File: src/design/cwr_pkg.sv
// Shared widths, latency, register indexes and side-band word for the
// cylindrical reflecting wall. No dependencies.
package cwr_pkg;

    localparam int WORD_BITS = 32;
    // root and quotient width, one bit more than a word
    localparam int RW        = WORD_BITS + 1;
    // squared distance and product width
    localparam int D2W       = 2 * WORD_BITS + 1;
    // radicand width, even, two bits retired per root stage
    localparam int SQW       = 2 * RW;
    // front stages, root stages, span and product, divider stages, output
    localparam int CWR_LAT   = 2 * RW + 6;

    localparam int CFG_IDX_W = 2;

    typedef enum logic [CFG_IDX_W-1:0] {
        CFG_RADIUS   = 2'd0,
        CFG_CENTER_Y = 2'd1,
        CFG_CENTER_Z = 2'd2
    } t_cfg_idx;

    // per-particle word that rides next to the arithmetic
    typedef struct packed {
        logic                             last;
        logic                             outside;
        logic                             dy_neg;
        logic                             dz_neg;
        logic                             qy_neg;
        logic                             qz_neg;
        logic [WORD_BITS-1:0]             dy_mag;
        logic [WORD_BITS-1:0]             dz_mag;
        logic [WORD_BITS-1:0]             pos_y;
        logic [WORD_BITS-1:0]             pos_z;
        logic [5:0][WORD_BITS-1:0]        vel;
    } t_side;

endpackage

File: src/design/cwr_sqrt.sv
// Pipelined integer square root, one result bit per stage.
// Depends on cwr_pkg.
module cwr_sqrt
    import cwr_pkg::*;
(
    input  logic           i_clk,
    input  logic [SQW-1:0] i_rad,
    output logic [RW-1:0]  o_root
);

    logic [RW:0]    r_rem [RW];
    logic [RW-1:0]  r_res [RW];
    logic [SQW-1:0] r_rad [RW];

    for (genvar k = 0; k < RW; k++) begin : g_stage
        logic [RW:0]    w_rem_in;
        logic [RW-1:0]  w_res_in;
        logic [SQW-1:0] w_rad_in;
        logic [RW+2:0]  w_sh;
        logic [RW+2:0]  w_trial;
        logic [RW+2:0]  w_diff;

        if (k == 0) begin : g_first
            assign w_rem_in = '0;
            assign w_res_in = '0;
            assign w_rad_in = i_rad;
        end else begin : g_next
            assign w_rem_in = r_rem[k-1];
            assign w_res_in = r_res[k-1];
            assign w_rad_in = r_rad[k-1];
        end

        // bring down the next bit pair, try 4*res+1
        assign w_sh    = {w_rem_in, w_rad_in[SQW-1:SQW-2]};
        assign w_trial = {1'b0, w_res_in, 2'b01};
        assign w_diff  = w_sh - w_trial;

        always_ff @(posedge i_clk) begin
            if (w_sh >= w_trial) begin
                r_rem[k] <= w_diff[RW:0];
                r_res[k] <= {w_res_in[RW-2:0], 1'b1};
            end else begin
                r_rem[k] <= w_sh[RW:0];
                r_res[k] <= {w_res_in[RW-2:0], 1'b0};
            end
            r_rad[k] <= w_rad_in << 2;
        end
    end

    assign o_root = r_res[RW-1];

endmodule

File: config.mk
export PLATFORM = sky130hd
export DESIGN_NAME = cwr_sqrt
export DESIGN_NICKNAME = d
export VERILOG_FILES = /design/src/design/cwr_pkg.sv /design/src/design/cwr_sqrt.sv
export SDC_FILE = /design/constraint.sdc
export NUM_CORES = 2
export LEC_CHECK = 0
export BUFFER_PORTS_ARGS = -buffer_cell sky130_fd_sc_hd__buf_2
export CAP_MARGIN = 25
export CORE_ASPECT_RATIO = 0.6
export CORE_UTILIZATION = 62
export CTS_CLUSTER_DIAMETER = 30
export DETAILED_ROUTE_END_ITERATION = 10
export PLACE_DENSITY = 0.78
export SLEW_MARGIN = 20
export SYNTH_ARGS = -nofsm -noshare
export SYNTH_HDL_FRONTEND = slang
export SYNTH_MEMORY_MAX_BITS = 65536
export SYNTH_SLANG_ARGS = --single-unit
File: constraint.sdc
create_clock -name i_clk -period 3.44 [get_ports i_clk]
set_input_delay 0.344 -clock i_clk [delete_from_list [all_inputs] [get_ports i_clk]]
set_output_delay 0.344 -clock i_clk [all_outputs]
set_load 0.01 [all_outputs]
==> impl_metrics.ini <==
[critical_path]
worstPathCellList = inv_1 > ha_1 > nor2b_1 > o21ai_0 > a21oi_1 > nor3_1 > a22o_1 > o21a_1 > and2_1 > inv_1 > buf_12 > a21oi_1 > buf_4
cell_with_the_largest_stage_delay_on_the_worst_path = a21oi_1
crit_start = r_res[18][0]$_DFF_P_
critical_path_s_top_delay_family = compound AO/OA/AOI/OAI gates
crit_buf_inv = 4
reg2reg_launch_point = r_res[18][0]$_DFF_P_
critPathMaxStageDelay_ns = 0.47
cp-end-kind = flop
crit_required_ns = 4.19
cp-start-kind = flop
path_class = reg2reg
worst-path-max-fanout = 29
cp.arrival_ns = 4.15

[clocking]
clock_insertion_delay_worst_skew_ns = 0.86
cts.path.max_buffers = 4
clockRootBuffer = clkbuf_16
clk_pin_slew_worst_paths_ns = 0.07
htree_num_levels = 5
clock_sink_count = 2654
tritoncts = yes
tritoncts.num_buffers = 328

[yosys]
async_reset_ff_share_pct = 0
synth_seq_area_share_pct = 54.75
yosys.area.top_type = dfxtp_1
synthMostInstantiatedCell = dfxtp_1
synth.ff_latch_count = 2654
synth.net_count = 10180
syn_inst = 9517
syn_area_sq_um = 97030
synth-edff-count = 0
netlist-cell-type-count = 99
synth_area_per_cell_sq_um = 10.20
synth.yosys.warnings = 0
yosys-top-cells-area = dfxtp_1 (55%), ha_1 (7.7%), xnor2_1 (4.2%), xor2_1 (3.7%), a21oi_1 (3.1%)
synth_commonest_cells = dfxtp_1 (2,654), inv_1 (749), nand2_1 (625)
synth_ff_type = dfxtp_1
synth_top_area_share_pct = 54.75

[global_routing]
grt_pass1_vias = 66700
globalRouteOverflowTotal = 0
antenna_found_initial = 12
grt.total_usage_pct = 28.66
grt_first_pass_wirelength_um = 363300
grt_start_max_net_pins = 44

[sta]
final_worst_clock_skew_ns = 0.05378
timing_hold_violations_final = 0
maxClockFrequency_mhz = 294.8
setup_viol = 0
finalSetupTns_ns = 0
min_period_over_period_pct = 98.61
finalWorstPathRequiredPeriod_ns = 3.392
max_slew_margin_pct = 37.16
tightestPinTransition_ns = 0.9328
drv_slew = 0

[pwr]
ir_drop_mv = 0.5137
power.net_switching_mw = 25.91
swShare_pct = 29.04
power-per-cell-area_nw_per_um2 = 785.2
p_int_mw = 63.31
p_leak_nw = 53.83
clock_power_share_pct = 39.5
power_frac_comb_pct = 15.8
seq_power_share_pct = 44.6

[route]
overall_via_count_from_detail_route = 69430
wirelength_um = 231400
detail-route-antenna-nets = 0
routedWlPerCell_um = 18.69
post-route-drc-count = 0
first_iteration_detailed_routing_drc_count = 6729
firstDrtPassIters = 6
detail_route.vias_per_cell = 5.608

[placed_design]
dp.final_hpwl_um = 168000
numPlacedInstances = 11710
gp_congestion = 0.9277
portBuffers = 99

[floorplanning]
die_w_um = 512.7
floorplan.core_area_sq_um = 155400
effective_utilization_at_floorplan_pct = 62.44
design.portCount = 100
floorplan.die_area_sq_um = 158100
floorplan.die.height_um = 308.4
fp-row-count = 112

[cells_and_area]
final_net_count = 10720
layout-drive-gt1-share_pct = 10.89
area_growth_pct = 17.11
instances_no_fill = 12380
utilization_pct = 73.12

[min_path]
hold_path_startpoint = i_rad[62]
worstHoldPathType = in2reg

[run_status]
run_status = finished clean

[run]
cap_viol_max_count = 0
==> final timing paths <==
check / depth (start not counted) / slack [ns] / end
setup reg to reg: 13 / 0.05 / r_rem[19][4]$_DFF_P_
setup / recovery: 13 / 0.05 / r_rem[19][4]$_DFF_P_
hold / removal: 2 / 0.12 / r_rad[0][62]$_DFF_P_
hold reg to reg: 0 / 0.30 / r_rad[0][295]$_DFF_P_
==> layout make-up <==
| cell class | instances | area, sq um |
|---|---|---|
| flip-flops and latches | 2654 | 53130 |
| fillers | 10690 | 41770 |
| multi-input cells | 5930 | 40670 |
| clock buffers | 375 | 8725 |
| repair buffers | 393 | 3000 |
| inverters | 752 | 2823 |
| clock inverters | 222 | 2715 |
| well taps | 2052 | 2567 |
| diodes | 2 | 5.005 |
==> cells in the final DEF (no fill, tap or decap), drive strengths merged, types with 34 or more instances in the layout <==
cell type / netlist / final
nor2: 581 / 581
dfxtp: 2654 / 2654
clkbuf: 149 / 375
ha: 596 / 596
buf: 32 / 326
a21oi: 604 / 604
nand4: 99 / 99
nor3: 222 / 222
nand3b: 37 / 37
and3: 46 / 46
nand2b: 118 / 118
a31oi: 52 / 52
xnor2: 462 / 462
or3: 99 / 99
nor2b: 73 / 73
a211oi: 50 / 50
mux2: 92 / 92
o31ai: 54 / 54
clkinv: 1 / 77
inv: 751 / 834
nand3: 165 / 165
xor2: 411 / 411
or4: 65 / 65
nand2: 625 / 625
o21bai: 64 / 64
a21o: 274 / 274
or2: 43 / 43
o21a: 116 / 116
o211ai: 34 / 34
nor4: 117 / 117
dlygate4sd3: 0 / 67
o21ai: 491 / 491
==> state kept, by name, indices dropped and copies added, names as in the netlist <==
| signal | flops |
|---|---|
| r_rad | 1056 |
| r_rem | 1037 |
| r_res | 561 |
==> metrics by stage <==
step | worst slack (ns) | power [mW] | hold slack (ns) | instance area (sq um)
6_report | 0.04789 | 89.23 | 0.1246 | 113600
3_5_place_dp | -0.09720 | 53.89 | 0.3121 | 101300
4_1_cts | 0.02436 | 89.41 | 0.06806 | 113400
5_1_grt | -0.01189 | 93.11 | 0.09227 | 113600
3_3_place_gp | -0.05483 | 53.50 | 0.3095 | 101300
2_1_floorplan | 0.2787 | 49.05 | 0.3096 | 97030
==> worst reg2reg max path: stages (launching register included) <==
cell	delay [ns]
dfxtp_1	0.38
inv_1	0.06
ha_1	0.32
nor2b_1	0.14
o21ai_0	0.33
a21oi_1	0.12
nor3_1	0.29
a22o_1	0.35
o21a_1	0.22
and2_1	0.18
inv_1	0.08
buf_12	0.17
a21oi_1	0.48
buf_4	0.21
==> per-layer routing <==
layer	up-vias	track usage, %	share of wire, %
li1	33840	-	-
met1	32650	42.88	48
met2	2556	42.51	42
met3	388	5.325	7.9
met4	0	6.717	1.9
met5	-	0	0
==> timing repair <==
action / 4_1_cts / 5_1_grt
cloned: 0 / 0
hold buffers: 67 / 0
setup endpoints to repair: 32 / 152
pin swaps: 0 / 3
buffers inserted: 0 / 0
endpoints found under the hold margin: 67 / 0
resized for setup: 4 / 46
==> kinds of logic (layout without fill, tap and decap cells) <==
kind of cell / Yosys count / in the layout / synth area share (%)
xor gates and xnor gates: 873 / 873 / 7.880
buffers and inverters: 933 / 1742 / 3.640
DFF: 2654 / 2654 / 54.75
muxes: 102 / 102 / 1.175
AOI/OAI and AO/OA: 1964 / 1964 / 12.66
other: 1 / 3 / 0.003865
adders and majority gates: 596 / 596 / 7.685
and+or+nand+nor: 2394 / 2394 / 12.20
==> power by group through the flow <==
stage	Sequential [mW]	Clock, mW	Combinational (mW)
after floorplan	38.7	0	10.3
after CTS	39.7	35.8	13.9
after global placement	40.2	0	13.3
final	39.8	35.3	14.1
after detailed placement	40.3	0	13.6
after global routing	40.3	37.3	15.6
No activity file was read; power rests on OpenSTA's default activity.
